==> src/rtl/core/dda_line_rasterizer_macros.svh <==
// Assertion macros shared by the line rasterizer RTL.
`ifndef DDA_LINE_RASTERIZER_MACROS_SVH
`define DDA_LINE_RASTERIZER_MACROS_SVH

// cond at one edge implies expr at the next edge
`define DDA_ASSERT_NEXT(label, clk, rst, cond, expr) \
   label: assert property (@(posedge clk) disable iff (rst) (cond) |=> (expr)) \
      else $error("dda assertion failed: next-cycle check");

// cond implies expr at the same edge
`define DDA_ASSERT_NOW(label, clk, rst, cond, expr) \
   label: assert property (@(posedge clk) disable iff (rst) (cond) |-> (expr)) \
      else $error("dda assertion failed: same-cycle check");

// expr holds at every edge out of reset
`define DDA_ASSERT_ALWAYS(label, clk, rst, expr) \
   label: assert property (@(posedge clk) disable iff (rst) (expr)) \
      else $error("dda assertion failed: invariant");

`endif

==> src/rtl/core/dda_pkg.sv <==
// Shared constants and controller/datapath interface types for the DDA rasterizer.
package dda_pkg;

   localparam int COORD_BITS = 10;
   localparam int FRAC_BITS  = 16;

   // quotient width: |delta| << FRAC_BITS
   localparam int QUO_W     = COORD_BITS + FRAC_BITS;
   // accumulator: sign + integer + fraction
   localparam int ACC_W     = QUO_W + 1;
   localparam int DIV_CNT_W = $clog2(QUO_W);

   localparam logic REQ_START   = 1'b0;
   localparam logic REQ_ADVANCE = 1'b1;

   typedef struct packed {
      logic load_start;
      logic advance;
      logic div_step;
   } cmd_type;

   typedef struct packed {
      logic steps_zero;
   } sts_type;

endpackage

==> src/rtl/core/dda_ctrl.sv <==
// Sequencer for the DDA rasterizer: handshakes, divider pacing, output valid.
`include "dda_line_rasterizer_macros.svh"

module dda_ctrl
   import dda_pkg::*;
(
   input  logic    clock,
   input  logic    reset,
   input  logic    req_valid,
   input  logic    req_type,
   output logic    req_stall,
   output logic    rsp_valid,
   input  logic    rsp_stall,
   input  sts_type sts,
   output cmd_type cmd
);

   typedef enum logic [0:0] {S_READY, S_DIV} state_type;

   localparam logic [DIV_CNT_W-1:0] DIV_LAST = DIV_CNT_W'(QUO_W - 1);

   state_type            state_ff, state_in;
   logic [DIV_CNT_W-1:0] cnt_ff, cnt_in;
   logic                 rsp_valid_ff, rsp_valid_in;
   logic                 out_free;
   logic                 req_accept;

   always_comb begin
      out_free       = !rsp_valid_ff || !rsp_stall;
      req_stall      = (state_ff != S_READY) || !out_free;
      req_accept     = req_valid && !req_stall;
      cmd.load_start = req_accept && (req_type == REQ_START);
      cmd.advance    = req_accept && (req_type == REQ_ADVANCE);
      cmd.div_step   = (state_ff == S_DIV);

      state_in     = state_ff;
      cnt_in       = cnt_ff;
      rsp_valid_in = rsp_valid_ff && rsp_stall;
      if (req_accept) begin
         rsp_valid_in = 1'b1;
      end

      case (state_ff)
         S_READY: begin
            if (cmd.load_start && !sts.steps_zero) begin
               state_in = S_DIV;
               cnt_in   = '0;
            end
         end
         S_DIV: begin
            cnt_in = cnt_ff + DIV_CNT_W'(1);
            if (cnt_ff == DIV_LAST) begin
               state_in = S_READY;
               cnt_in   = '0;
            end
         end
         default: begin
            state_in = S_READY;
         end
      endcase
   end

   always_ff @(posedge clock) begin
      if (reset) begin
         state_ff     <= S_READY;
         cnt_ff       <= '0;
         rsp_valid_ff <= 1'b0;
      end else begin
         state_ff     <= state_in;
         cnt_ff       <= cnt_in;
         rsp_valid_ff <= rsp_valid_in;
      end
   end

   assign rsp_valid = rsp_valid_ff;

   `DDA_ASSERT_NEXT(a_start_divides, clock, reset, cmd.load_start && !sts.steps_zero, state_ff == S_DIV)
   `DDA_ASSERT_NEXT(a_accept_fills_out, clock, reset, req_accept, rsp_valid_ff)
   `DDA_ASSERT_ALWAYS(a_cnt_bound, clock, reset, cnt_ff <= DIV_LAST)

endmodule

==> src/rtl/core/dda_dpath.sv <==
// Datapath for the DDA rasterizer: setup, two restoring dividers, accumulators, output.
`include "dda_line_rasterizer_macros.svh"

module dda_dpath
   import dda_pkg::*;
(
   input  logic                  clock,
   input  logic                  reset,
   input  cmd_type               cmd,
   output sts_type               sts,
   input  logic [COORD_BITS-1:0] req_x_start,
   input  logic [COORD_BITS-1:0] req_y_start,
   input  logic [COORD_BITS-1:0] req_x_end,
   input  logic [COORD_BITS-1:0] req_y_end,
   output logic [COORD_BITS-1:0] rsp_pixel_x,
   output logic [COORD_BITS-1:0] rsp_pixel_y,
   output logic                  rsp_pixel_valid,
   output logic                  rsp_last_pixel
);

   logic [ACC_W-1:0]      acc_x_ff, acc_y_ff;
   logic [QUO_W-1:0]      quo_x_ff, quo_y_ff, quo_x_in, quo_y_in;
   logic [COORD_BITS-1:0] rem_x_ff, rem_y_ff, rem_x_in, rem_y_in;
   logic                  neg_x_ff, neg_y_ff;
   logic [COORD_BITS-1:0] steps_left_ff;
   logic                  line_active_ff;
   logic [COORD_BITS-1:0] pix_x_ff, pix_y_ff;
   logic                  pix_valid_ff, last_ff;

   logic [COORD_BITS-1:0] ax, ay, steps_start;
   logic                  neg_x, neg_y;
   logic [ACC_W-1:0]      acc_x_adv, acc_y_adv;
   logic                  final_step;

   // one restoring step: shift in the next dividend bit, subtract if it fits
   function automatic logic [COORD_BITS+QUO_W-1:0] div_iter(
      input logic [COORD_BITS-1:0] rem,
      input logic [QUO_W-1:0]      quo,
      input logic [COORD_BITS-1:0] divisor
   );
      logic [COORD_BITS:0] shifted;
      logic [COORD_BITS:0] diff;
      logic                fit;
      shifted = {rem, quo[QUO_W-1]};
      diff    = shifted - {1'b0, divisor};
      fit     = (shifted >= {1'b0, divisor});
      return {(fit ? diff[COORD_BITS-1:0] : shifted[COORD_BITS-1:0]),
              quo[QUO_W-2:0], fit};
   endfunction

   function automatic logic [COORD_BITS-1:0] pixel_of(input logic [ACC_W-1:0] acc);
      return acc[ACC_W-1] ? '0 : acc[FRAC_BITS +: COORD_BITS];
   endfunction

   always_comb begin
      neg_x       = (req_x_end < req_x_start);
      neg_y       = (req_y_end < req_y_start);
      ax          = neg_x ? (req_x_start - req_x_end) : (req_x_end - req_x_start);
      ay          = neg_y ? (req_y_start - req_y_end) : (req_y_end - req_y_start);
      steps_start = (ax >= ay) ? ax : ay;
      sts.steps_zero = (steps_start == '0);

      {rem_x_in, quo_x_in} = div_iter(rem_x_ff, quo_x_ff, steps_left_ff);
      {rem_y_in, quo_y_in} = div_iter(rem_y_ff, quo_y_ff, steps_left_ff);

      acc_x_adv = neg_x_ff ? (acc_x_ff - {1'b0, quo_x_ff}) : (acc_x_ff + {1'b0, quo_x_ff});
      acc_y_adv = neg_y_ff ? (acc_y_ff - {1'b0, quo_y_ff}) : (acc_y_ff + {1'b0, quo_y_ff});
      final_step = (steps_left_ff == COORD_BITS'(1));
   end

   // line control state
   always_ff @(posedge clock) begin
      if (reset) begin
         steps_left_ff  <= '0;
         line_active_ff <= 1'b0;
      end else if (cmd.load_start) begin
         steps_left_ff  <= steps_start;
         line_active_ff <= !sts.steps_zero;
      end else if (cmd.advance && line_active_ff) begin
         steps_left_ff <= steps_left_ff - COORD_BITS'(1);
         if (final_step) begin
            line_active_ff <= 1'b0;
         end
      end
   end

   // arithmetic and output payload
   always_ff @(posedge clock) begin
      if (cmd.load_start) begin
         acc_x_ff     <= {1'b0, req_x_start, {FRAC_BITS{1'b0}}};
         acc_y_ff     <= {1'b0, req_y_start, {FRAC_BITS{1'b0}}};
         quo_x_ff     <= {ax, {FRAC_BITS{1'b0}}};
         quo_y_ff     <= {ay, {FRAC_BITS{1'b0}}};
         rem_x_ff     <= '0;
         rem_y_ff     <= '0;
         neg_x_ff     <= neg_x;
         neg_y_ff     <= neg_y;
         pix_x_ff     <= req_x_start;
         pix_y_ff     <= req_y_start;
         pix_valid_ff <= 1'b1;
         last_ff      <= sts.steps_zero;
      end else if (cmd.div_step) begin
         quo_x_ff <= quo_x_in;
         quo_y_ff <= quo_y_in;
         rem_x_ff <= rem_x_in;
         rem_y_ff <= rem_y_in;
      end else if (cmd.advance) begin
         if (line_active_ff) begin
            acc_x_ff     <= acc_x_adv;
            acc_y_ff     <= acc_y_adv;
            pix_x_ff     <= pixel_of(acc_x_adv);
            pix_y_ff     <= pixel_of(acc_y_adv);
            pix_valid_ff <= 1'b1;
            last_ff      <= final_step;
         end else begin
            pix_x_ff     <= '0;
            pix_y_ff     <= '0;
            pix_valid_ff <= 1'b0;
            last_ff      <= 1'b0;
         end
      end
   end

   assign rsp_pixel_x     = pix_x_ff;
   assign rsp_pixel_y     = pix_y_ff;
   assign rsp_pixel_valid = pix_valid_ff;
   assign rsp_last_pixel  = last_ff;

   `DDA_ASSERT_ALWAYS(a_active_matches_steps, clock, reset, line_active_ff == (steps_left_ff != '0))

endmodule

==> src/rtl/core/dda_line_rasterizer.sv <==
// Top level of the DDA line rasterizer: controller plus datapath.
//
//   channel | direction | handshake            | payload
//   req     | in        | req_valid/req_stall  | type, x/y start, x/y end
//   rsp     | out       | rsp_valid/rsp_stall  | pixel x/y, pixel valid, last pixel
//
// Advances stream one per cycle while rsp is not stalled and no divide is running.
// A start puts the start pixel in the output register at once, then stalls req
// while two bit-serial restoring dividers form the increments; a zero-length line skips
// the divide.
// Reset is synchronous and leaves the block idle with no line active.
// A held rsp_stall with rsp_valid high freezes the output register and stalls req behind it.

module dda_line_rasterizer
   import dda_pkg::*;
(
   input  logic                  clock,
   input  logic                  reset,
   input  logic                  req_valid,
   output logic                  req_stall,
   input  logic                  req_type,
   input  logic [COORD_BITS-1:0] req_x_start,
   input  logic [COORD_BITS-1:0] req_y_start,
   input  logic [COORD_BITS-1:0] req_x_end,
   input  logic [COORD_BITS-1:0] req_y_end,
   output logic                  rsp_valid,
   input  logic                  rsp_stall,
   output logic [COORD_BITS-1:0] rsp_pixel_x,
   output logic [COORD_BITS-1:0] rsp_pixel_y,
   output logic                  rsp_pixel_valid,
   output logic                  rsp_last_pixel
);

   cmd_type cmd;
   sts_type sts;

   dda_ctrl u_ctrl (
      .clock     (clock),
      .reset     (reset),
      .req_valid (req_valid),
      .req_type  (req_type),
      .req_stall (req_stall),
      .rsp_valid (rsp_valid),
      .rsp_stall (rsp_stall),
      .sts       (sts),
      .cmd       (cmd)
   );

   dda_dpath u_dpath (
      .clock           (clock),
      .reset           (reset),
      .cmd             (cmd),
      .sts             (sts),
      .req_x_start     (req_x_start),
      .req_y_start     (req_y_start),
      .req_x_end       (req_x_end),
      .req_y_end       (req_y_end),
      .rsp_pixel_x     (rsp_pixel_x),
      .rsp_pixel_y     (rsp_pixel_y),
      .rsp_pixel_valid (rsp_pixel_valid),
      .rsp_last_pixel  (rsp_last_pixel)
   );

endmodule
==> config.mk <==
export PLATFORM = sky130hd
export DESIGN_NAME = dda_line_rasterizer
export DESIGN_NICKNAME = d
export VERILOG_FILES = /design/src/rtl/core/dda_pkg.sv /design/src/rtl/core/dda_ctrl.sv /design/src/rtl/core/dda_dpath.sv /design/src/rtl/core/dda_line_rasterizer.sv
export VERILOG_INCLUDE_DIRS = /design/src /design/src/rtl/core
export SDC_FILE = /design/constraint.sdc
export NUM_CORES = 1
export LEC_CHECK = 0
export CAP_MARGIN = 20
export CORE_ASPECT_RATIO = 1.25
export CORE_UTILIZATION = 35
export DETAILED_ROUTE_END_ITERATION = 8
export DONT_BUFFER_PORTS = 1
export GPL_ROUTABILITY_DRIVEN = 0
export PLACE_DENSITY = 0.53
export SYNTH_ARGS = -nofsm -noshare
export SYNTH_HDL_FRONTEND = slang
export SYNTH_SLANG_ARGS = --single-unit
==> constraint.sdc <==
create_clock -name clock -period 5.2 [get_ports clock]
set_clock_uncertainty 0.2 [all_clocks]
set_input_delay 0.78 -clock clock [delete_from_list [all_inputs] [get_ports clock]]
set_output_delay 0.78 -clock clock [all_outputs]
set_load 0.02 [all_outputs]
## After elaboration in Yosys (flattened, before gate mapping)

Cells that the tools add are included.

- Flip-flop bits (word level): 168
- Output and inout port bits: 24
- Logic and storage cells: 114

- $add $sub $neg: 12
- Magnitude comparators: 5
- Equal/unequal tests: 4
- Muxes and demuxes: 46
- Bitwise logic cells: 2
- Reduce and logical (&&, ||, !) cells: 24

Operator list:

| kind | count |
|---|---|
| $mux 26 | 12 |
| $mux 10 | 17 |
| $sub 10x10->10 | 6 |
| $add 27x26->27 | 2 |
| $mux 27 | 2 |
| $sub 27x26->27 | 2 |
| $ge 11x10->1 | 2 |
| $lt 10x10->1 | 2 |
| $mux 1 | 11 |
| $eq 10x1->1 const B | 1 |
| $ge 10x10->1 | 1 |
| $logic_not 10->1 | 1 |
| $mux 5 | 2 |
| $pmux 5 s2 | 1 |
| $reduce_bool 2->1 | 5 |
| $sub 10x1->10 const B | 1 |
| $logic_and 1x1->1 | 6 |
| $reduce_and 2->1 | 3 |
| $reduce_and 3->1 | 2 |
| $add 5x1->5 const B | 1 |
| $eq 5x5->1 const B | 1 |
| $logic_not 1->1 | 5 |
| $logic_or 1x1->1 | 2 |
| $ne 2x1->1 const B | 1 |
| 3 further kinds | 4 |

## Depth between registers and ports, before layout

Gate-level depths: netlist (run 1).

- Word-level depth: 10
- Mapped depth: 22

## Modules after synthesis

A second synthesis (run 1) with hierarchy kept.

- Cells, all modules: 1583
- Area, all modules: 13227.7 um^2

Modules (own cells, without submodules):

| module | times used | cells an instance | area each (um^2) | seq. area each (um^2) |
|---|---|---|---|---|
| dda_dpath | 1 | 1534 | 12809.8 | 3853.7 |
| dda_ctrl | 1 | 49 | 417.9 | 140.1 |

## Worst setup path before layout (run 1)

OpenSTA, ideal clock, no wires.

- Kind: input port to flip-flop
- Start: in req_y_end[0]
- End: reg u_ctrl.state_ff
- Setup time: 0.115 ns
- Arrival: 4.626 ns
- Setup slack: 0.259 ns
- Cell stages on the path: 20
- Buffers on the path: 2
- Cells stage by stage: inv_1 -> ha_1 -> inv_1 -> fa_1 -> a21o_1 -> a31o_2 -> a221oi_4 -> buf_6 -> o21ai_0 -> o21ai_0 -> xor2_1 -> ha_1 -> a2111oi_0 -> a21o_1 -> nand2_1 -> nor4b_2 -> o22ai_1 -> and2_1 -> buf_6 -> o21a_1

- Word-level cells in the longest chain between the ends: 9
- Elaborated cells between the ends (all ways): 11

RTL lines:

| item | RTL line | RTL |
|---|---|---|
| start: declaration | dda_line_rasterizer.sv:25 | `input logic [COORD_BITS-1:0] req_y_end,` |
| $lt 10x10->1 (*) | dda_dpath.sv:57 | `neg_y = (req_y_end < req_y_start);` |
| via u_dpath.neg_y | dda_dpath.sv:31 | `logic neg_x, neg_y;` |
| $mux 10 (*) | dda_dpath.sv:59 | `ay = neg_y ? (req_y_start - req_y_end) : (req_y_end - req_y_start);` |
| $ge 10x10->1 | dda_dpath.sv:60 | `steps_start = (ax >= ay) ? ax : ay;` |
| $mux 10 (*) | dda_dpath.sv:60 |  |
| $logic_not 10->1 (*) | dda_dpath.sv:61 | `sts.steps_zero = (steps_start == '0);` |
| $logic_not 1->1 (*) | dda_ctrl.sv:45 | `if (cmd.load_start && !sts.steps_zero) begin` |
| $logic_and 1x1->1 (*) | dda_ctrl.sv:45 |  |
| $mux 1 (*) | dda_ctrl.sv:45 |  |
| $pmux 1 s2 (*) | dda_ctrl.sv:43 | `case (state_ff)` |
| end signal: assignment | dda_ctrl.sv:69 | `state_ff <= state_in;` |
| end: declaration | dda_ctrl.sv:22 | `state_type state_ff, state_in;` |

The timed path passes the listed nets; every way through them passes the cells marked *.
A chain may end at the register's enable or synchronous reset.

## Worst setup path in the final report (run 1)

- Start: in req_x_start[0]
- End: reg u_dpath.line_active_ff

- Word-level cells in the longest chain between the ends: 7
- Elaborated cells between the ends (all ways): 9

RTL lines:

| item | RTL line | RTL |
|---|---|---|
| start: declaration | dda_line_rasterizer.sv:22 | `input logic [COORD_BITS-1:0] req_x_start,` |
| $sub 10x10->10 or $lt 10x10->1 (tied branches) | dda_dpath.sv:58, dda_dpath.sv:56 |  |
| $mux 10 (*) | dda_dpath.sv:58 | `ax = neg_x ? (req_x_start - req_x_end) : (req_x_end - req_x_start);` |
| $ge 10x10->1 | dda_dpath.sv:60 |  |
| $mux 10 (*) | dda_dpath.sv:60 |  |
| $logic_not 10->1 (*) | dda_dpath.sv:61 |  |
| $logic_not 1->1 (*) | dda_dpath.sv:78 | `line_active_ff <= !sts.steps_zero;` |
| $mux 1 (*) | dda_dpath.sv:76 | `end else if (cmd.load_start) begin` |
| end signal: assignment | dda_dpath.sv:78 |  |
| end: declaration | dda_dpath.sv:26 | `logic line_active_ff;` |

Mark *: on every way between the ends. The rest lies on a longest branch, timed or not.

==> results.cfg, run 1 <==
[run_status]
outcome = finished, final reports clean

[floorplanning]
chipWidth_um = 173
ioPinCount = 69
row_count = 78
die-area_um2 = 37400
start_util = 0.354
dieHeight_um = 216
core_area_um2 = 36200

[synthesis]
ys_seq_elements = 168
syn_inst = 1537
async_flop_share = 0
synth_edf_count = 63
ys_seq_area_frac = 0.312
synth_top_cells_by_area = dfxtp_1 16%, edfxtp_1 15%, ha_1 12%, xnor2_1 7.0%, nand2_1 5.7%
syn-num-nets = 1716
yosysTopAreaCell = dfxtp_1
avgSynthCellArea_um2 = 8.34
synth_most_common_cell = nand2_1
ys.flop_type = dfxtp_1
synth_cell_types = 71
ys_warn_count = 0
syn-cell-area_um2 = 12800
synth.top_cells.by_count = 196 x nand2_1, 147 x o21ai_0, 126 x ha_1
yosys.area.top_type_share = 0.164

[power]
power_density_nw_per_um2 = 503
vdd_drop_max_v = 0.000230
power_leakage_nw = 5.88

[job]
max-cap-violations = 0

[timing]
hold_viol = 0
slew_headroom = 0.337
min_period_ns = 4.85
tightest_slew_ns = 0.995
slew_viol_final = 0
setup_ws_ns = 0.353
rsz0062_at_grt = false
finalSetupViolations = 0
post-route-period-util = 0.932
clock.fmax_mhz = 206

[clock_tree]
h-tree-depth = 4
cts.reportedPaths.clkPinSlew_ns = 0.07
cts_hold_buf = 0
post_cts_resized = 0
clock_path_buffers = 2
insertion_delay_ns = 0.45
cts_root_buffer = clkbuf_16
cts_tree = yes
cts_made_buffers = 17
post-cts-setup-buffer-count = 0
clock_sinks = 168

[routing]
detail-route-antenna-nets = 0
drc_errors = 0
first_pass_iters = 5
wl_per_cell_um = 17.0
drt-total-wl_um = 34700
vias_per_cell = 5.33
vias = 10909
drtIter0Drc = 516

[worst_setup_path]
path_max_fanout = 7
r2r_end = u_dpath.rsp_pixel_x[6]$_DFFE_PP_
cp-end-kind = register
rr_startpoint = u_dpath.quo_x_ff[2]$_SDFFE_PP0P_
rrSetupSlack_ns = 0.39
worstSetupPathType = in -> reg
r2r_cells = 17
cp.required_ns = 5.34
worstPathArrival_ns = 4.99
critPathLaunchType = input pin

[cells_and_area]
nFillCells = 3651
stdcell_count = 2045
area_delta_synth_final_pct = 11.3
layout-drive-gt1-share = 0.0658
nNetsFinal = 1731
antenna_cells = 0

[min_path]
min_to = u_ctrl.rsp_valid$_SDFF_PP0_
whs_path_depth = 1
min_path_type = in -> reg
worstHoldStart = reset

[global_route]
grt_pass1_wl_um = 55800
antenna_found_initial = 0
grt_start_max_net_pins = 101
gr-usage-all-layers = 0.188
overflow = 0
grt_pass1_vias = 10545

[place]
place_inst = 2013
place_ws_ns = -0.110
hpwl_um = 25900
port_buffers = 0
[metrics by stage]
| step | TNS (ns) | cell area (um2) | util | hold slack [ns] | total power [W] |
|---|---|---|---|---|---|
| floorplan | 0 | 12800 | - | 0.232 | 0.00487 |
| global placement | 0 | 13600 | 0.377 | 0.243 | 0.00580 |
| detailed placement | -0.333 | 13600 | 0.377 | 0.250 | 0.00583 |
| CTS | 0 | 14300 | 0.394 | 0.176 | 0.00720 |
| global route | 0 | 14300 | 0.394 | 0.175 | 0.00776 |
| finish | 0 | 14300 | 0.394 | 0.201 | 0.00717 |
[area by class of cell]
type / count / area, um2 / area share
multi-input combinational: 1199 / 8170 / 0.573
sequential: 168 / 4000 / 0.280
inverter: 106 / 398 / 0.0279
clock buffer: 25 / 538 / 0.0377
clock inverter: 7 / 80.1 / 0.00562
timing repair buffer: 60 / 475 / 0.0333
tap: 480 / 601 / 0.0421
[where the power goes]
| part | internal (W) | leakage (nW) | switching (W) |
|---|---|---|---|
| logic | 0.00179 | 4.11 | 0.00226 |
| registers | 0.00159 | 1.47 | 0.000184 |
| clock network | 0.000773 | 0.297 | 0.000573 |
[layer usage]
layer,track usage,up-vias,routed length (um)
met1,0.226,5151,15300
met4,0.0820,0,1170
li1,-,5501,-
met2,0.328,194,17100
met5,0,-,0
met3,0.0291,63,1070
[state kept, by name, indices dropped and copies added, names as in the netlist]
name,count
u_ctrl.cnt_ff,5
u_ctrl.rsp_valid,1
u_ctrl.state_ff,1
u_dpath.acc_x_ff,27
u_dpath.acc_y_ff,27
u_dpath.line_active_ff,1
u_dpath.neg_x_ff,1
u_dpath.neg_y_ff,1
u_dpath.quo_x_ff,26
u_dpath.quo_y_ff,26
u_dpath.rem_x_ff,10
u_dpath.rem_y_ff,10
u_dpath.rsp_last_pixel,1
u_dpath.rsp_pixel_valid,1
u_dpath.rsp_pixel_x,10
u_dpath.rsp_pixel_y,10
u_dpath.steps_left_ff,10
[cell usage in the layout (no fill, tap or decap), types with 5 or more instances in the layout]
master / netlist / routed
and2_1: 8 / 8
nand2_1: 196 / 196
a21o_1: 43 / 43
edfxtp_1: 63 / 63
a31oi_1: 17 / 17
nor4_1: 12 / 11
nand4_1: 11 / 11
a22o_1: 38 / 38
nor3_1: 26 / 26
o21ai_0: 147 / 147
mux2i_1: 31 / 31
o21bai_1: 14 / 14
and3_1: 13 / 13
nand3b_1: 5 / 5
buf_4: 2 / 58
ha_1: 126 / 126
nand3_1: 23 / 23
xnor2_1: 102 / 102
clkbuf_16: 0 / 19
a21oi_1: 111 / 111
inv_1: 104 / 104
o21a_1: 12 / 12
fa_1: 8 / 8
nand2b_1: 13 / 12
o31ai_1: 8 / 8
nor2b_1: 13 / 13
or3_1: 8 / 8
dfxtp_1: 105 / 104
nor2_1: 94 / 93
a211oi_1: 21 / 21
xor2_1: 32 / 32
o22ai_1: 8 / 8
[how the worst max path moves through the flow]
stage	start	end	slack, ns	cells past startpoint
2_1_floorplan	req_y_end[0]	u_ctrl.state_ff$_SDFF_PP0_	0.26	20
3_3_place_gp	req_x_start[0]	u_dpath.line_active_ff$_SDFFE_PP0P_	0.02	21
3_5_place_dp	req_x_start[0]	u_dpath.line_active_ff$_SDFFE_PP0P_	-0.11	21
4_1_cts	req_x_start[0]	u_dpath.line_active_ff$_SDFFE_PP0P_	0.35	21
5_1_grt	u_dpath.quo_x_ff[2]$_SDFFE_PP0P_	u_dpath.rsp_pixel_x[6]$_DFFE_PP_	0.04	18
6_report	req_x_start[0]	u_dpath.line_active_ff$_SDFFE_PP0P_	0.35	21
[critical path, cell delays in order]
cell and delay [ns]:
inv_1 0.05, ha_1 0.17, inv_1 0.06, fa_1 0.38
a21o_1 0.19, a221oi_1 0.39, nor2_1 0.11, a211oi_1 0.33
a2111oi_0 0.13, a311oi_1 0.35, inv_1 0.13, ha_1 0.22
a2111oi_1 0.29, buf_4 0.18, a21o_1 0.13, nand2_1 0.09
nor4b_2 0.28, o22ai_1 0.19, and2_1 0.23, buf_12 0.14
o21a_1 0.17
[logic make-up after synthesis]
group / synth area share
buf+inv: 0.0518
simple gates: 0.155
xor+xnor: 0.0929
flops: 0.312
mux: 0.0242
compound gates: 0.228
fa+ha+maj: 0.136
Power figures use the tool's default switching activity.
==> run 2, diff against run 1 <==
--- a/config.mk
+++ b/config.mk
@@ -13,6 +13,8 @@
 export DONT_BUFFER_PORTS = 1
 export GPL_ROUTABILITY_DRIVEN = 0
 export PLACE_DENSITY = 0.53
+export SETUP_SLACK_MARGIN = 0.5
+export SLEW_MARGIN = 20
 export SYNTH_ARGS = -nofsm -noshare
 export SYNTH_HDL_FRONTEND = slang
 export SYNTH_SLANG_ARGS = --single-unit
==> run 2 against run 1 <==
Against the previous run: combinational power grew 4%; sequential power is essentially flat; core utilization grew 0.26 points; non-clock buffer count shrank 2; largest cell class unchanged; global-route usage grew 0.51 points; highest routed layer unchanged; cell count is essentially flat.
==> results.cfg, run 2 (synthesized netlist as in run 1, its figures left out) <==
[run_status]
outcome = finished, final reports clean

[clock_tree]
cts_tree = yes
cts_made_buffers = 17
cts.reportedPaths.clkPinSlew_ns = 0.07
clock_sinks = 168
cts_root_buffer = clkbuf_16
h-tree-depth = 4
clock_path_buffers = 2
insertion_delay_ns = 0.45

[worst_setup_path]
worstSetupPathType = in -> reg
worstPathArrival_ns = 4.65
critPathLaunchType = input pin
cp.required_ns = 5.35
rr_startpoint = u_dpath.quo_y_ff[1]$_SDFFE_PP0P_
crit_start = req_y_end[0]
cp-end-kind = register
path_max_fanout = 12

[floorplanning]
core_area_um2 = 36200
ioPinCount = 69
chipWidth_um = 173
row_count = 78
die-area_um2 = 37400
start_util = 0.354
dieHeight_um = 216

[power]
vdd_drop_max_v = 0.000228
power_leakage_nw = 5.88
total_power_w = 0.00726
power_density_nw_per_um2 = 506

[global_route]
antenna_found_initial = 0
grt_pass1_wl_um = 57200
grt_start_max_net_pins = 101
grt_pass1_vias = 10707
gr-usage-all-layers = 0.193
overflow = 0

[routing]
drt-total-wl_um = 35500
drc_errors = 0
wl_met1_um = 15700
wl_met2_um = 17800
first_pass_iters = 5
drtIter0Drc = 615
vias_per_cell = 5.36
vias = 10951
wl_per_cell_um = 17.4
highest_layer = met4
detail-route-antenna-nets = 0
routed-wl-met3_um = 895

[cells_and_area]
reg_top3 = u_dpath.acc_x_ff: 27 flops, u_dpath.acc_y_ff: 27 flops
seq_area_um2 = 4000
layout-drive-gt1-share = 0.0825
nFillCells = 3714
antenna_cells = 0
stdcell_count = 2043
final_util = 0.396
final_common_cell = nand2_1
multi_input_area_um2 = 8350
fin_area_um2 = 14400
nNetsFinal = 1729
final_cell_mix = 196 x nand2_1, 142 x o21ai_0, 125 x ha_1, 109 x a21oi_1, 104 x inv_1
area_delta_synth_final_pct = 12.0

[place]
port_buffers = 0
hpwl_um = 26200
placed_area_um2 = 13600
place_inst = 2002
place_ws_ns = -0.0705

[timing]
setup_ws_ns = 0.698
post-route-period-util = 0.866
min_period_ns = 4.50
slew_headroom = 0.327
finalSetupViolations = 0
hold_viol = 0
slew_viol_final = 0
rsz0062_at_grt = false
clock.fmax_mhz = 222
tightest_slew_ns = 1.01

[min_path]
worstHoldStart = reset
min_path_type = in -> reg

[job]
max-cap-violations = 0
==> run 2: timing repair <==
action | in CTS | in global routing
gates resized for setup | 4 | 34
hold endpoints to repair | 0 | 0
pin swaps | 1 | 7
hold buffers | 0 | 0
setup endpoints to repair | 25 | 33
setup buffers | 1 | 8
==> run 2: worst paths after layout <==
check / to / slack [ns] / depth (start not counted)
worst max register to register: u_dpath.rsp_pixel_y[5]$_DFFE_PP_ / 0.75 / 20
worst max-delay path: u_ctrl.state_ff$_SDFF_PP0_ / 0.70 / 21
worst min-delay path: u_ctrl.rsp_valid$_SDFF_PP0_ / 0.20 / 1
worst min register to register: u_dpath.acc_y_ff[5]$_SDFFE_PP0P_ / 0.26 / 2
==> run 2: stage by stage <==
step / hold slack [ns] / setup TNS (ns)
2_1_floorplan: 0.232 / 0
3_3_place_gp: 0.244 / 0
3_5_place_dp: 0.248 / -0.386
4_1_cts: 0.174 / 0
5_1_grt: 0.177 / 0
6_report: 0.197 / 0
==> run 2: worst max-delay path: stages <==
cell and delay (ns):
inv_1 0.03, ha_1 0.15, inv_1 0.06, fa_2 0.33
a21o_1 0.21, a31o_4 0.24, a221oi_4 0.22, buf_6 0.20
mux2i_1 0.23, xor2_1 0.28, ha_1 0.30, o21ai_0 0.10
a21oi_1 0.06, o21ai_1 0.12, a21o_1 0.16, a21o_1 0.20
nand2_1 0.10, nor4b_2 0.27, o22ai_2 0.17, and2_4 0.22
o21a_1 0.18
==> run 2: power by group <==
group / internal (W) / total (W) / leakage [nW] / switching [W]
logic: 0.00186 / 0.00421 / 4.15 / 0.00235
clock network: 0.000705 / 0.00127 / 0.261 / 0.000563
registers: 0.00159 / 0.00178 / 1.47 / 0.000192
==> run 2: area by class of cell <==
class	count	share of cell area
multi-input cells	1199	0.582
repair buffers	58	0.0306
inverters	106	0.0277
well taps	480	0.0418
clock inverters	12	0.00898
clock buffers	20	0.0304
flip-flops and latches	168	0.279
==> run 2: layer usage <==
| metal | global-route usage | vias to the layer above |
|---|---|---|
| li1 | - | 5489 |
| met1 | 0.229 | 5211 |
| met2 | 0.345 | 197 |
| met3 | 0.0277 | 54 |
| met4 | 0.0799 | 0 |
| met5 | 0 | - |
==> run 3, diff against run 2 <==
--- a/config.mk
+++ b/config.mk
@@ -7,12 +7,15 @@
 export NUM_CORES = 1
 export LEC_CHECK = 0
 export CAP_MARGIN = 20
+export CELL_PAD_IN_SITES_DETAIL_PLACEMENT = 0
+export CELL_PAD_IN_SITES_GLOBAL_PLACEMENT = 1
 export CORE_ASPECT_RATIO = 1.25
+export CORE_MARGIN = 1
 export CORE_UTILIZATION = 35
 export DETAILED_ROUTE_END_ITERATION = 8
 export DONT_BUFFER_PORTS = 1
 export GPL_ROUTABILITY_DRIVEN = 0
-export PLACE_DENSITY = 0.53
+export PLACE_DENSITY = 0.65
 export SETUP_SLACK_MARGIN = 0.5
 export SLEW_MARGIN = 20
 export SYNTH_ARGS = -nofsm -noshare
==> run 3 against run 2 <==
Against the previous run: via count decreased by 1.2%; first-iteration DRC count increased by 2.4%; largest power group unchanged; cell area rose by 1.5%; flip-flop and latch count did not move.
==> results.cfg, run 3 (synthesized netlist as in run 1, its figures left out) <==
[worst_setup_path]
cp-end-kind = register
critical_path.cell_chain = inv_1, ha_2, inv_2, fa_2, a21o_1, a31o_4, a221oi_4, buf_12, buf_4, mux2i_4, xnor2_2, ha_1, o21a_1, o211ai_1, a21o_1, a21o_1, nand2_2, nor4b_4, o22ai_2, buf_4, and2_4, o21a_1
worstSetupPathType = in -> reg
path_max_fanout = 7
worstPathArrival_ns = 4.72
critPathLaunchType = input pin
crit_path_frequent_cell = a21o_1
cp_slowest_cell = fa_2
cp.required_ns = 5.35
critPathMaxStageDelay_ns = 0.34
r2r_cells = 17

[clock_tree]
cts_tree = yes
cts_hold_buf = 0
clock_sinks = 168
clock_path_buffers = 2
insertion_delay_ns = 0.45
h-tree-depth = 4
cts_made_buffers = 17
cts_root_buffer = clkbuf_16
cts.reportedPaths.clkPinSlew_ns = 0.07

[place]
hpwl_um = 26800
placed_area_um2 = 13700
port_buffers = 0

[timing]
finalSetupViolations = 0
rsz0062_at_grt = true
hold_viol = 0
min_period_ns = 4.57
setup_tns_ns = 0
clock.fmax_mhz = 219
slew_headroom = 0.268
post-route-period-util = 0.879
slew_viol_final = 0
holdWs_ns = 0.199
tightest_slew_ns = 1.10

[floorplanning]
start_util = 0.354
core_area_um2 = 36200
row_count = 78
dieHeight_um = 216
ioPinCount = 69
chipWidth_um = 173
die-area_um2 = 37400

[global_route]
grt_start_max_net_pins = 76
grt_pass1_wl_um = 56500
gr-usage-all-layers = 0.192
grt_pass1_vias = 10480
antenna_found_initial = 0
overflow = 0

[routing]
wl_per_cell_um = 17.3
first_pass_iters = 5
vias = 10815
detail-route-antenna-nets = 0
vias_per_cell = 5.25
drtIter0Drc = 630
drt-total-wl_um = 35600
drc_errors = 0

[cells_and_area]
reg_top3 = u_dpath.acc_x_ff: 27 flops, u_dpath.acc_y_ff: 27 flops
final_common_cell = nand2_1
nFillCells = 3682
area_delta_synth_final_pct = 13.7
nNetsFinal = 1745
antenna_cells = 0
final_cell_mix = 195 x nand2_1, 142 x o21ai_0, 123 x ha_1, 108 x a21oi_1
layout-drive-gt1-share = 0.0975
final_util = 0.402
fin_area_um2 = 14600

[power]
vdd_drop_max_v = 0.000183
power_leakage_nw = 6.01
power_density_nw_per_um2 = 502

[run_status]
outcome = finished, final reports clean

[min_path]
whs_path_depth = 1
min_path_type = in -> reg

[job]
max-cap-violations = 0
-- run 3: metal layers --
layer	track usage	wire (um)	vias up
met5	0	0	-
met2	0.340	17600	188
li1	-	-	5511
met1	0.236	16000	5066
met3	0.0255	1030	50
met4	0.0687	995	0
-- run 3: per-stage QoR --
stage	instances	worst slack, ns	total power, W
floorplan	1537	0.503	0.00489
global placement	2013	0.0686	0.00588
detailed placement	2013	-0.00629	0.00589
CTS	2045	0.510	0.00724
global route	2059	0.484	0.00792
finish	2059	0.628	0.00731
-- run 3: critical path, delay by kind of cell --
family / cells / cell delay [ns]
mux: 1 / 0.23
compound gates: 9 / 1.73
xor+xnor: 1 / 0.17
simple gates: 3 / 0.55
fa+ha+maj: 3 / 0.79
buf+inv: 5 / 0.49
-- run 3: report_power, final --
part           internal (W)  switching, W  total, W
combinational       0.00189       0.00234   0.00423
sequential          0.00159      0.000196   0.00178
clock              0.000743      0.000553   0.00130
total               0.00422       0.00309   0.00731
-- run 3: final cells by class --
type / instances / area (um2) / area share
clock buffer: 24 / 513 / 0.0352
clock inverter: 8 / 83.8 / 0.00576
inverter: 106 / 398 / 0.0273
multi-input combinational: 1199 / 8380 / 0.576
sequential: 168 / 4000 / 0.275
tap: 480 / 601 / 0.0412
timing repair buffer: 74 / 588 / 0.0404
-- run 3: path summary, 6_finish.rpt --
kind	to	from	slack, ns
hold / removal	u_dpath.steps_left_ff[6]$_SDFFE_PP0P_	reset	0.20
hold reg to reg	u_dpath.acc_y_ff[3]$_SDFFE_PP0P_	u_dpath.acc_y_ff[3]$_SDFFE_PP0P_	0.26
setup reg to reg	u_dpath.rsp_pixel_x[8]$_DFFE_PP_	u_dpath.quo_x_ff[2]$_SDFFE_PP0P_	0.78
setup / recovery	u_ctrl.state_ff$_SDFF_PP0_	req_y_end[0]	0.63
-- run 3: timing repair --
item                                    4_1_cts  5_1_grt
pin swaps                                     1       19
gates resized for setup                       3       45
endpoints found under the setup margin       23       34
setup buffers                                 0       14
